`src/sv/afr_pkg.sv`:
```
// shared types and constants for the addressed frame receiver
// no dependencies
`timescale 1ns / 1ps
`default_nettype none

package afr_pkg;

    localparam int BYTE_W   = 8;
    localparam int ADDR_W   = 4;
    localparam int STATUS_W = 2;

    // result status codes
    typedef enum logic [STATUS_W-1:0] {
        ST_OK       = 2'd0,
        ST_BAD_ADDR = 2'd1,
        ST_XOR_FAIL = 2'd2,
        ST_SUM_FAIL = 2'd3
    } t_status;

    // next byte expected within a frame
    typedef enum logic [2:0] {
        POS_IDLE = 3'd0,
        POS_A    = 3'd1,
        POS_B    = 3'd2,
        POS_XOR  = 3'd3,
        POS_SUM  = 3'd4
    } t_pos;

endpackage

`default_nettype wire

```
`src/sv/afr_if.sv`:
```
// valid/ready channel interfaces: received bytes in, frame results out
// depends on afr_pkg
`timescale 1ns / 1ps
`default_nettype none

interface afr_byte_if;
    logic                       valid;
    logic                       ready;
    logic [afr_pkg::BYTE_W-1:0] rx_byte;

    modport source (output valid, output rx_byte, input ready);
    modport sink   (input valid, input rx_byte, output ready);
endinterface

interface afr_result_if;
    logic                         valid;
    logic                         ready;
    logic [afr_pkg::STATUS_W-1:0] status;
    logic [afr_pkg::BYTE_W-1:0]   duty_a;
    logic [afr_pkg::BYTE_W-1:0]   duty_b;

    modport source (output valid, output status, output duty_a, output duty_b, input ready);
    modport sink   (input valid, input status, input duty_a, input duty_b, output ready);
endinterface

`default_nettype wire

```
`src/sv/addressed_frame_receiver.sv`:
```
// addressed frame receiver top level: byte input stage, frame parser, result register
// depends on afr_pkg and the channel interfaces in afr_if.sv
`timescale 1ns / 1ps
`default_nettype none

// Collects five-byte frames (address, duty a, duty b, xor check, sum check) from a byte
// stream and updates the two held duty values when both checks pass. A lead byte that is
// not the configured 4-bit address is dropped and reported with status 1; the fifth byte
// of a frame reports status 0 (accepted), 2 (xor check failed) or 3 (sum check failed);
// other bytes give no result. Every result carries the held duty values after it. A byte
// is accepted every cycle while the result side keeps up: it is held in the input
// register, then the parser updates the frame state and loads the result register. A
// result waiting in the output register holds the parser for any byte, and the input
// drops ready once the input register is also occupied. Write the address only while no
// frame is in progress.
module addressed_frame_receiver (
    input  wire logic                       i_clk,
    input  wire logic                       i_rst_n,
    input  wire logic                       i_cfg_we,
    input  wire logic [afr_pkg::ADDR_W-1:0] i_cfg_wdata,
    afr_byte_if.sink                        i_rx,
    afr_result_if.source                    o_res
);

    logic [afr_pkg::ADDR_W-1:0] r_addr;

    logic                       r_stg_valid;
    logic [afr_pkg::BYTE_W-1:0] r_stg_byte;

    afr_pkg::t_pos              r_pos, n_pos;
    logic [afr_pkg::BYTE_W-1:0] r_cand_a, n_cand_a;
    logic [afr_pkg::BYTE_W-1:0] r_cand_b, n_cand_b;
    logic [afr_pkg::BYTE_W-1:0] r_xor, n_xor;
    logic [afr_pkg::BYTE_W-1:0] r_duty_a, n_duty_a;
    logic [afr_pkg::BYTE_W-1:0] r_duty_b, n_duty_b;

    logic                       r_out_valid;
    afr_pkg::t_status           r_out_status, n_out_status;

    logic                       w_emit;
    logic                       w_adv;
    logic [afr_pkg::BYTE_W-1:0] w_addr8;
    logic [afr_pkg::BYTE_W-1:0] w_xor_calc;
    logic [afr_pkg::BYTE_W-1:0] w_sum_calc;

    assign w_addr8    = {{(afr_pkg::BYTE_W - afr_pkg::ADDR_W){1'b0}}, r_addr};
    assign w_xor_calc = w_addr8 ^ r_cand_a ^ r_cand_b;
    assign w_sum_calc = w_addr8 + r_cand_a + r_cand_b;

    // parser moves when its byte is present and the result slot is free or being taken
    assign w_adv      = r_stg_valid && (!r_out_valid || o_res.ready);
    assign i_rx.ready = !r_stg_valid || w_adv;

    always_ff @(posedge i_clk) begin
        if (!i_rst_n) begin
            r_addr <= '0;
        end else if (i_cfg_we) begin
            r_addr <= i_cfg_wdata;
        end
    end

    always_ff @(posedge i_clk) begin
        if (!i_rst_n) begin
            r_stg_valid <= 1'b0;
        end else if (i_rx.ready) begin
            r_stg_valid <= i_rx.valid;
        end
    end

    always_ff @(posedge i_clk) begin
        if (i_rx.valid && i_rx.ready) begin
            r_stg_byte <= i_rx.rx_byte;
        end
    end

    always_ff @(posedge i_clk) begin
        if (!i_rst_n) begin
            r_pos    <= afr_pkg::POS_IDLE;
            r_cand_a <= '0;
            r_cand_b <= '0;
            r_xor    <= '0;
            r_duty_a <= '0;
            r_duty_b <= '0;
        end else if (w_adv) begin
            r_pos    <= n_pos;
            r_cand_a <= n_cand_a;
            r_cand_b <= n_cand_b;
            r_xor    <= n_xor;
            r_duty_a <= n_duty_a;
            r_duty_b <= n_duty_b;
        end
    end

    always_comb begin
        n_pos        = afr_pkg::POS_IDLE;
        n_cand_a     = r_cand_a;
        n_cand_b     = r_cand_b;
        n_xor        = r_xor;
        n_duty_a     = r_duty_a;
        n_duty_b     = r_duty_b;
        w_emit       = 1'b0;
        n_out_status = afr_pkg::ST_OK;
        case (r_pos)
            afr_pkg::POS_A: begin
                n_cand_a = r_stg_byte;
                n_pos    = afr_pkg::POS_B;
            end
            afr_pkg::POS_B: begin
                n_cand_b = r_stg_byte;
                n_pos    = afr_pkg::POS_XOR;
            end
            afr_pkg::POS_XOR: begin
                n_xor = r_stg_byte;
                n_pos = afr_pkg::POS_SUM;
            end
            afr_pkg::POS_SUM: begin
                w_emit = 1'b1;
                if (w_xor_calc != r_xor) begin
                    n_out_status = afr_pkg::ST_XOR_FAIL;
                end else if (w_sum_calc != r_stg_byte) begin
                    n_out_status = afr_pkg::ST_SUM_FAIL;
                end else begin
                    n_duty_a = r_cand_a;
                    n_duty_b = r_cand_b;
                end
            end
            default: begin
                if (r_stg_byte != w_addr8) begin
                    w_emit       = 1'b1;
                    n_out_status = afr_pkg::ST_BAD_ADDR;
                end else begin
                    n_pos = afr_pkg::POS_A;
                end
            end
        endcase
    end

    always_ff @(posedge i_clk) begin
        if (!i_rst_n) begin
            r_out_valid <= 1'b0;
        end else if (w_adv && w_emit) begin
            r_out_valid <= 1'b1;
        end else if (o_res.ready) begin
            r_out_valid <= 1'b0;
        end
    end

    always_ff @(posedge i_clk) begin
        if (w_adv && w_emit) begin
            r_out_status <= n_out_status;
        end
    end

    // held duty values only change when a result is loaded, so they stay with it
    assign o_res.valid  = r_out_valid;
    assign o_res.status = r_out_status;
    assign o_res.duty_a = r_duty_a;
    assign o_res.duty_b = r_duty_b;

    a_sum_ends_frame: assert property (@(posedge i_clk) disable iff (!i_rst_n)
        (w_adv && r_pos == afr_pkg::POS_SUM) |=> (r_pos == afr_pkg::POS_IDLE && r_out_valid))
        else $error("frame end did not return to idle with a result");

    a_fail_keeps_duty: assert property (@(posedge i_clk) disable iff (!i_rst_n)
        (w_adv && w_emit && n_out_status != afr_pkg::ST_OK) |=>
            ($stable(r_duty_a) && $stable(r_duty_b)))
        else $error("duty values changed on a failed result");

    a_no_overwrite: assert property (@(posedge i_clk) disable iff (!i_rst_n)
        (r_out_valid && !o_res.ready) |=> ($stable(r_out_status) && $stable(r_duty_a)))
        else $error("pending result overwritten");

    a_bad_lead_stays_idle: assert property (@(posedge i_clk) disable iff (!i_rst_n)
        (w_adv && r_pos == afr_pkg::POS_IDLE && r_stg_byte != w_addr8) |=>
            (r_pos == afr_pkg::POS_IDLE && r_out_status == afr_pkg::ST_BAD_ADDR))
        else $error("mismatching lead byte started a frame");

endmodule

`default_nettype wire

```
`src/flat_wrapper.sv`:
```
// flat-port wrapper written by rule: the top's interface ports become plain ports
module addressed_frame_receiver_flat 
  (i_clk, i_rst_n, i_cfg_we, i_cfg_wdata, i_rx_valid, i_rx_rx_byte, i_rx_ready, o_res_valid, o_res_status, o_res_duty_a, o_res_duty_b, o_res_ready);
  afr_byte_if i_rx_i ();
  afr_result_if o_res_i ();
  input  wire logic i_clk;
  input  wire logic i_rst_n;
  input  wire logic i_cfg_we;
  input  wire logic [afr_pkg::ADDR_W-1:0] i_cfg_wdata;
  input wire logic [$bits(i_rx_i.valid)-1:0] i_rx_valid;
  input wire logic [$bits(i_rx_i.rx_byte)-1:0] i_rx_rx_byte;
  output wire logic [$bits(i_rx_i.ready)-1:0] i_rx_ready;
  output wire logic [$bits(o_res_i.valid)-1:0] o_res_valid;
  output wire logic [$bits(o_res_i.status)-1:0] o_res_status;
  output wire logic [$bits(o_res_i.duty_a)-1:0] o_res_duty_a;
  output wire logic [$bits(o_res_i.duty_b)-1:0] o_res_duty_b;
  input wire logic [$bits(o_res_i.ready)-1:0] o_res_ready;
  assign i_rx_i.valid = i_rx_valid;
  assign i_rx_i.rx_byte = i_rx_rx_byte;
  assign i_rx_ready = i_rx_i.ready;
  assign o_res_valid = o_res_i.valid;
  assign o_res_status = o_res_i.status;
  assign o_res_duty_a = o_res_i.duty_a;
  assign o_res_duty_b = o_res_i.duty_b;
  assign o_res_i.ready = o_res_ready;
  addressed_frame_receiver u_core (.i_clk(i_clk), .i_rst_n(i_rst_n), .i_cfg_we(i_cfg_we), .i_cfg_wdata(i_cfg_wdata), .i_rx(i_rx_i), .o_res(o_res_i));
endmodule
```
`config.mk`:
```
export PLATFORM = sky130hd
export DESIGN_NAME = addressed_frame_receiver_flat
export DESIGN_NICKNAME = d
export VERILOG_FILES = /design/src/sv/afr_pkg.sv /design/src/sv/afr_if.sv /design/src/sv/addressed_frame_receiver.sv /design/src/flat_wrapper.sv
export SDC_FILE = /design/constraint.sdc
export NUM_CORES = 1
export LEC_CHECK = 0
export BUFFER_PORTS_ARGS = -buffer_cell sky130_fd_sc_hd__buf_2
export CORE_ASPECT_RATIO = 1.1
export CORE_MARGIN = 4
export CORE_UTILIZATION = 32
export CTS_CLUSTER_SIZE = 12
export DETAILED_ROUTE_END_ITERATION = 10
export PLACE_DENSITY_LB_ADDON = 0.12
export SLEW_MARGIN = 20
export SYNTH_ARGS = -nofsm -noshare
export SYNTH_HDL_FRONTEND = slang
export SYNTH_SLANG_ARGS = --single-unit
```
`constraint.sdc`:
```
create_clock -name i_clk -period 3.27 [get_ports i_clk]
set_input_delay 0.1635 -clock i_clk [delete_from_list [all_inputs] [get_ports i_clk]]
set_output_delay 0.1635 -clock i_clk [all_outputs]
set_load 0.01 [all_outputs]
```
==> results of run 1 <==
[sequential cells by signal, indices dropped and copies added (netlist names)]
register             flops
u_core.o_res.duty_a      8
u_core.o_res.duty_b      8
u_core.r_cand_a          8
u_core.r_cand_b          8
u_core.r_stg_byte        8
u_core.r_xor             8
u_core.r_addr            4
u_core.r_pos             3
u_core.o_res.status      2
u_core.o_res.valid       1
u_core.r_stg_valid       1
[power groups by stage]
| stage | clock [uW] | sequential [uW] | combinational [uW] |
|---|---|---|---|
| final | 649 | 764 | 87.0 |
| after detailed placement | 0 | 781 | 79.3 |
| after global placement | 0 | 781 | 79.4 |
| after global routing | 701 | 767 | 97.3 |
| after floorplan | 0 | 776 | 57.0 |
| after CTS | 673 | 765 | 86.5 |
[cell type report]
type                            count  area (um^2)  area share, %
Clock inverter                      1         5.00          0.140
Tap cell                          114          143           3.98
Multi-Input combinational cell    199         1540           43.0
Clock buffer                       15          196           5.48
Sequential cell                    59         1280           35.9
Timing Repair Buffer               49          330           9.22
Inverter                           22         82.6           2.31
[per-stage QoR]
stage	hold WS, ns	setup WS, ns	std cells	instance area (um^2)
finish	0.0667	0.112	459	3580
global placement	0.343	0.179	432	3230
global route	0.0853	-0.0520	459	3580
CTS	0.0520	0.101	456	3520
detailed placement	0.342	0.109	432	3230
floorplan	0.262	0.116	293	2940
[cell usage after synthesis, types with 2 or more instances]
library cell / number / share of area (%)
a31oi_1: 2 / 0.43
nand3_1: 5 / 0.85
o21ai_0: 2 / 0.34
nor4_1: 2 / 0.43
inv_1: 22 / 2.8
mux2i_1: 45 / 15
and2_1: 2 / 0.43
edfxtp_1: 10 / 10
nor3_1: 2 / 0.34
xor2_1: 13 / 3.9
nand2_1: 40 / 5.1
fa_1: 5 / 3.4
nand3b_1: 2 / 0.51
nor2b_1: 31 / 6.6
xnor2_1: 14 / 4.2
nor2_1: 8 / 1.0
clkbuf_1: 12 / 1.5
dfxtp_1: 49 / 33
ha_1: 9 / 3.8
a21oi_1: 4 / 0.68
a21o_1: 2 / 0.51
[cell usage in the layout (no fill, tap or decap), drive strengths merged, types with 8 or more instances in the layout]
master and count:
dfxtp 49, dlygate4sd3 8, buf 40, clkbuf 16
nand2 40, mux2i 45, nor2 9, xnor2 15
inv 22, xor2 13, nor2b 31, edfxtp 10
ha 9
[repair_timing]
action / CTS / global route
buffers inserted: 0 / 2
gates resized for setup: 0 / 7
endpoints found under the hold margin: 8 / 0
hold buffers: 8 / 0
setup endpoints to repair: 0 / 18
[worst register-to-register path: stages (launching register included)]
cell       delay (ns)
dfxtp_2          0.34
inv_1            0.06
fa_1             0.56
inv_1            0.05
ha_1             0.22
fa_2             0.53
xor2_1           0.07
nor4_2           0.33
nand3_2          0.15
nor4_4           0.26
buf_4            0.18
clkbuf_16        0.16
mux2i_1          0.17
[routing by layer]
metal | global-route usage (%) | part of all wire, %
met1 | 16.2 | 50
met2 | 17.7 | 44
met3 | 3.42 | 4.3
met4 | 5.85 | 2.1
met5 | 0 | 0
[cells by family after synthesis]
group | count (synthesis)
AOI/OAI and AO/OA | 14
xor gates and xnor gates | 28
adders and majority gates | 15
buffers and inverters | 35
DFF | 59
muxes | 45
and+or+nand+nor | 97
[final timing paths]
check                         startpoint                     end  cells past startpoint
setup reg to reg      u_core.r_cand_b[1]  u_core.o_res.duty_a[0]                     12
setup / recovery      u_core.r_cand_b[1]  u_core.o_res.duty_a[0]                     12
hold / removal                i_rx_valid      u_core.r_stg_valid                      3
hold reg to reg   u_core.o_res.duty_a[2]  u_core.o_res.duty_a[2]                      2
==> run metrics, run 1 <==
Clock power frac roughly 43%; CP dominant cell by count inv_1; via count 2003; Switching Share between 20% and 30%; Pleak 0.00152 uW; Fmax achieved 317 MHz; sw power 329 uW; Worst Path Max Fanout 8; mean post-synth cell area 10.0 um^2; Layout area overhead 21.8%; dpl hpwl approximately 4300 um; WL/cell 13.3 um; die area 10800 um^2; DR vias/cell 4.36; internal power around 1200 uW; die span in y 109 um; port bufs 36; Main synth FF type dfxtp_1; Netlist cell types 33; CP Launch Type register; Initial Util 33.0%; Worst Setup End Kind register; combinational power share 5.8%; Die X 99.4 um; Critical Path Max Stage Delay 0.56 ns; setup slack, reg-to-reg 0.11 ns; mux cell area share after synthesis 15.3%; Required @ worst endpoint 3.53 ns; clk sinks 59; Synth Area in Compound Gates ~3.1%; vias in the first global route 1963; post-layout minimum cycle time 3.16 ns; outcome complete, no violations; htree depth 3; PwrDens 419 nW/um^2; Worst slew margin 58.3%; CTS tree yes; core footprint 8920 um^2; clk_skew 0.0104 ns; total routed wirelength 6110 um; Crit Path Class reg -> reg; Worst EP arrival between 3 and 4 ns; grt ovf 0; sequential share of power 50.9%; clock buffer depth 2; CTS Root Cell clkbuf_8; initial antenna violation count 0; max-cap violations 0; Peak VDD IR 0.000171 V; DR DRC count 0; CP max stage cell fa_1; clk_lat worst skew 0.33 ns; final setup vio count 0; largest delay contributor family on the critical path adder cells; hold crit path type in -> reg; Core Util, Final 40.2%; Fin. Hold Viols 0; Async S/R FF share, synth 0%; Mapped Cells 293; post-synthesis adder-cell area fraction 7.57%; largest family of logic cells by synthesized area simple AND/OR/NAND/NOR gates; Filler cells 924; row count 36; Synth Register Bits 59; Initial DRT Pass Iterations 4; Synth Area in Simple Gates 17.1%; xor/xnor cell area share of the yosys netlist around 8.6%; post-route setup TNS 0 ns; GRT Total Usage about an eighth; number of I/O pins 37; Final period util slightly below 100%; crit-path cells inv_1 > fa_1 > inv_1 > ha_1 > fa_2 > xor2_1 > nor4_2 > nand3_2 > nor4_4 > buf_4 > clkbuf_16 > mux2i_1; syn_nets 324; clock slew seen by the registers of the worst setup and hold paths 0.07 ns; worst slew pin tran 0.623 ns; Antenna Cells 0; Antenna Nets Post-Route 0; sequential area share after synthesis 43.6%; share of cells above drive strength 1 19.4%; Num CTS Buffers 9; Starting DRT DRC Count 59; Cell Area, Synth a little under 3000 um^2; max-slew violation count 0; Post-synth EDFFs 10; largest net degree at the start of global routing 66; Design Power around 1500 uW; global placement routability congestion 0.831; synth warn 0; # nets final approximately 370; Worst Path Buf+Inv 4; first-pass GRT wire length 9940 um
Note: power is estimated with default switching activity, not from simulation.
==> inputs of run 2 (changes only) <==
--- a/config.mk
+++ b/config.mk
@@ -8,7 +8,7 @@
 export BUFFER_PORTS_ARGS = -buffer_cell sky130_fd_sc_hd__buf_2
 export CORE_ASPECT_RATIO = 1.1
 export CORE_MARGIN = 4
-export CORE_UTILIZATION = 32
+export CORE_UTILIZATION = 52
 export CTS_CLUSTER_SIZE = 12
 export DETAILED_ROUTE_END_ITERATION = 10
 export PLACE_DENSITY_LB_ADDON = 0.12
==> run 2 against run 1 <==
Net effect:
- core utilization increased by 25 points
- maximum frequency decreased by 0.80%
- register-to-register slack got worse by 0.03 ns
- sequential share of layout area increased by 0.69 points
- hold slack improved by 0.0026 ns
- clock skew decreased by 0.0034 ns
- final cell count decreased by 8.5%
- clock-buffer cell count unchanged
- critical path type unchanged
- critical endpoint is now u_core.o_res.duty_b[3]
==> run metrics, run 2 (synthesized netlist as in run 1, its figures left out) <==
hold crit path type in -> reg; Filler cells 457 (-51%); dpl cells 393 (-9.0%); Layout area overhead 19.5%; WL/cell 14.2 um (+6.9%); share of cells above drive strength 1 18.6% (-0.87 points); internal power 1160 uW (-1.3%); die area 6920 um^2 (-36%); sequential share of power 51.3% (+0.4 points); Num CTS Buffers 9 (unchanged); vias in the first global route 2032 (+3.5%); Worst Path Max Fanout 8 (unchanged); grt peak-use layer met2; Peak VDD IR 0.000294 V (+72%); initial antenna violation count 0 (unchanged); Worst Setup End Kind register; total routed wirelength 5980 um (-2.2%); max-slew violation count 0 (unchanged); first-pass GRT wire length 9700 um (-2.4%); setup slack, reg-to-reg 0.09 ns (-0.03 ns); Clock power frac 42.8% (-0.5 points); die span in y 86.9 um (-20%); GRT Total Usage 18.7% (+6.6 points); post-layout minimum cycle time 3.18 ns (+0.0254 ns); CTS Root Cell clkbuf_8; Antenna Nets Post-Route 0 (unchanged); number of I/O pins 37 (unchanged); sw power 335 uW (+1.7%); largest net degree at the start of global routing 66 (unchanged); CP startpoint u_core.r_cand_a[1]; Starting DRT DRC Count 60 (+1.7%); htree depth 3 (unchanged); hold path start i_rx_valid; Worst EP arrival 3.44 ns (+0.02 ns); clk sinks 59 (unchanged); Fmax achieved 314 MHz (-0.80%); clk_skew 0.00698 ns (-0.00339 ns); grt ovf 0 (unchanged); Pleak 0.00151 uW (-0.74%); Worst slew margin 35.1% (-23 points); hold slack final 0.0693 ns (+0.00261 ns); Final Non-Filler Cells 420 (-8.5%); clock slew seen by the registers of the worst setup and hold paths 0.06 ns (about the same); Initial Util 54.1% (+21 points); Antenna Cells 0 (unchanged); combinational power share 5.9% (about the same); port bufs 36 (unchanged); Hold Path Stages 3 (unchanged); most common cell after layout, fill and taps aside dfxtp_1; final setup vio count 0 (unchanged); DR vias/cell 4.98 (+14%); via count 2092 (+4.4%); Fin. Hold Viols 0 (unchanged); global placement routability congestion 0.790 (-5.0%); DR DRC count 0 (unchanged); Required @ worst endpoint 3.53 ns (about the same); clk_lat worst skew 0.34 ns (about the same); max-cap violations 0 (unchanged); global-route met1 utilization 25.0% (+8.7 points); dpl hpwl 4000 um (-7.8%); met3 Track Usage GR 4.66% (+1.2 points); most frequent cells in the layout dfxtp_1, mux2i_1, nand2_1; worst slew pin tran 0.973 ns (+0.350 ns); grt met2 use 28.0% (+10 points); Crit Path Class reg -> reg; row count 28 (-22%); # nets final 371 (unchanged); Switching Share 22.5% (+0.51 points); CTS tree yes; CP Launch Type register; PwrDens 424 nW/um^2 (+1.3%); FF-to-FF Start u_core.r_cand_a[1]; pre-CTS setup slack 0.166 ns (+0.0575 ns); Initial DRT Pass Iterations 4 (unchanged); core footprint 5430 um^2 (-39%); Final period util 97.4% (+0.78 points); Die X 79.7 um (-20%); outcome complete, no violations; FF-to-FF path depth 12 (unchanged); setup ws final 0.0864 ns (-0.0254 ns); clock buffer depth 2 (unchanged)
==> run 2: through the flow <==
step	power, uW	TNS [ns]	instance area (um^2)	utilization (%)
2_1_floorplan	833	0	2940	-
5_1_grt	1550	-0.0223	3510	64.7
3_3_place_gp	858	0	3190	58.7
4_1_cts	1500	0	3460	63.7
3_5_place_dp	859	0	3190	58.7
6_report	1490	0	3510	64.7
==> run 2: final cells by class <==
cell class              instances  area, um^2  share of cell area, %
inverters                      22        82.6                   2.35
flip-flops and latches         59        1280                   36.6
well taps                      75        93.8                   2.67
multi-input cells             199        1530                   43.6
clock inverters                 1        5.00                  0.142
repair buffers                 49         328                   9.33
clock buffers                  15         188                   5.34
==> run 2: metal layers <==
metal,up-vias,wire length [um]
li1,1053,-
met1,976,2780
met2,53,2780
met3,10,311
met4,0,96
met5,-,0
==> run 2: power groups by stage <==
stage	Combinational (uW)	Clock, uW	Sequential, uW
after floorplan	57.0	0	776
after global placement	77.4	0	780
after detailed placement	78.1	0	781
after CTS	86.3	646	765
after global routing	98.3	684	767
final	87.9	638	765
==> run 2: worst paths after layout <==
path	end
worst max-delay path	u_core.o_res.duty_b[3]
worst min-delay path	u_core.r_stg_valid
worst max register to register	u_core.o_res.duty_b[3]
worst min register to register	u_core.o_res.duty_a[0]
==> run 2: timing repair <==
action / CTS / global route
endpoints found under the hold margin: 8 / 0
hold buffers: 8 / 0
setup endpoints to repair: 0 / 15
setup buffers: 0 / 2
gates resized for setup: 0 / 6
==> run 2: worst max-delay path, cell delays in order (launching register included) <==
cell and delay [ns]:
dfxtp_2 0.34, inv_1 0.06, fa_1 0.57, inv_1 0.06, ha_2 0.20, fa_2 0.54
xor2_1 0.07, nor4_2 0.28, nand3_1 0.17, nor4_4 0.27, buf_4 0.18, clkbuf_16 0.16
mux2i_1 0.20
==> inputs of run 3 (changes only) <==
==> constraint.sdc (replaced) <==
create_clock -name i_clk -period 3.27 [get_ports i_clk]
set_input_delay 0 -clock i_clk [delete_from_list [all_inputs] [get_ports i_clk]]
set_output_delay 0 -clock i_clk [all_outputs]
set_load 0.01 [all_outputs]
==> run 3 against run 2 <==
Net effect:
- non-clock buffer count grew 5
- global-route usage rose by 0.33 points
- core utilization up 0.92 points
- register-to-register slack about the same
- routed wire length up 1.5%
- hold slack got worse by 0.053 ns
- largest cell class unchanged
- highest routed layer unchanged
==> run metrics, run 3 (synthesized netlist as in run 1, its figures left out) <==
outcome complete, no violations; global-route met1 utilization 25.2% (+0.26 points); most common cell after layout, fill and taps aside dfxtp_1; setup ws final 0.0832 ns (-0.00321 ns); global placement routability congestion 0.790 (unchanged); grt peak-use layer met2; largest net degree at the start of global routing 66 (unchanged); die area 6920 um^2 (unchanged); Num CTS Buffers 9 (unchanged); Fin. Hold Viols 0 (unchanged); Peak VDD IR 0.000301 V (+2.2%); first-pass GRT wire length 9870 um (+1.8%); DR vias/cell 4.93 (-1.1%); Worst Path Max Fanout 8 (unchanged); clock slew seen by the registers of the worst setup and hold paths 0.06 ns (about the same); initial antenna violation count 0 (unchanged); clock buffer depth 2 (unchanged); core footprint 5430 um^2 (unchanged); PwrDens 419 nW/um^2 (-1.1%); CP Launch Type register; Placed Area 3190 um^2 (unchanged); clk sinks 59 (unchanged); WL/cell 14.3 um (+0.31%); final setup vio count 0 (unchanged); CP dominant cell by count inv_1; max-cap violations 0 (unchanged); Die X 79.7 um (unchanged); share of cells above drive strength 1 18.3% (-0.27 points); Finished Cell Area 3560 um^2 (+1.4%); Layout area overhead 21.2%; Worst Path Buf+Inv 4 (unchanged); Antenna Nets Post-Route 0 (unchanged); post-layout minimum cycle time 3.19 ns (+0.00321 ns); CP max stage cell fa_1; Fmax achieved 314 MHz (-0.10%); total routed wirelength 6070 um (+1.5%); grt ovf 0 (unchanged); number of I/O pins 37 (unchanged); row count 28 (unchanged); Worst EP arrival 3.45 ns (about the same); grt met2 use 28.9% (+0.84 points); Worst Setup End Kind register; clk_lat worst skew 0.34 ns (about the same); worst slew pin tran 0.955 ns (-0.0183 ns); via count 2094 (+0.096%); Core Util, Final 65.6% (+0.92 points); hold crit path type in -> reg; DR DRC count 0 (unchanged); Crit Path Class reg -> reg; CTS Root Cell clkbuf_8; port bufs 36 (unchanged); Required @ worst endpoint 3.53 ns (about the same); largest delay contributor family on the critical path adder cells; Worst slew margin 36.4% (+1.2 points); Initial Util 54.1% (unchanged); crit-path cells inv_1 > fa_1 > inv_1 > ha_2 > fa_2 > xor2_1 > nor4_2 > nand3_1 > nor4_4 > buf_4 > clkbuf_16 > mux2i_1; Final period util 97.5% (+0.098 points); GRT Total Usage 19.0% (+0.33 points); clk_skew 0.00715 ns (+0.000168 ns); Starting DRT DRC Count 57 (-5.0%); max-slew violation count 0 (unchanged); # nets final 376 (+1.3%); vias in the first global route 2063 (+1.5%); Antenna Cells 0 (unchanged); htree depth 3 (unchanged); pre-CTS setup slack 0.166 ns (unchanged); met3 Track Usage GR 4.66% (unchanged); dpl hpwl 4000 um (unchanged); Critical Path Max Stage Delay 0.57 ns (about the same); die span in y 86.9 um (unchanged); CTS tree yes; Pleak 0.00153 uW (+1.4%); hold slack final 0.0162 ns (-0.0531 ns); most frequent cells in the layout dfxtp_1, mux2i_1, nand2_1; Initial DRT Pass Iterations 4 (unchanged)
==> run 3: area by class of cell <==
class / instances / area, um^2
clock buffer: 15 / 188
inverter: 22 / 82.6
sequential: 59 / 1280
clock inverter: 1 / 5.00
fill: 453 / 1870
timing repair buffer: 54 / 378
multi-input combinational: 199 / 1530
tap: 75 / 93.8
==> run 3: per-layer routing <==
| metal | wire [um] | part of all wire [%] |
|---|---|---|
| met1 | 2810 | 46 |
| met2 | 2840 | 47 |
| met3 | 316 | 5.2 |
| met4 | 96 | 1.6 |
| met5 | 0 | 0 |
==> run 3: metrics by stage <==
step / TNS [ns] / power [uW] / cells
after floorplan: 0 / 833 / 293
after global placement: 0 / 858 / 393
after detailed placement: 0 / 859 / 393
after CTS: 0 / 1500 / 422
after global routing: -0.0223 / 1550 / 425
final: 0 / 1500 / 425
==> run 3: final timing paths <==
kind / start / end / slack, ns / cells after the start
setup / recovery: u_core.r_cand_a[1] / u_core.o_res.duty_b[3] / 0.08 / 12
hold / removal: o_res_ready / u_core.o_res.valid / 0.02 / 3
setup reg to reg: u_core.r_cand_a[1] / u_core.o_res.duty_b[3] / 0.08 / 12
hold reg to reg: u_core.o_res.duty_a[0] / u_core.o_res.duty_a[0] / 0.45 / 2
==> run 3: worst min-delay path, cell delays in order <==
cell and delay, ns:
buf_2 0.07, nor2b_1 0.06, o21a_1 0.17
==> run 3: repair_timing <==
item,4_1_cts,5_1_grt
setup buffers,0,2
hold buffers,13,0
endpoints found under the hold margin,13,0
resized for setup,0,6
setup endpoints to repair,0,15
==> run 3: power breakdown <==
part           internal (uW)  total [uW]  switching (uW)
clock network            363         637             275
logic                   47.0        93.1            46.1
registers                750         765            14.7
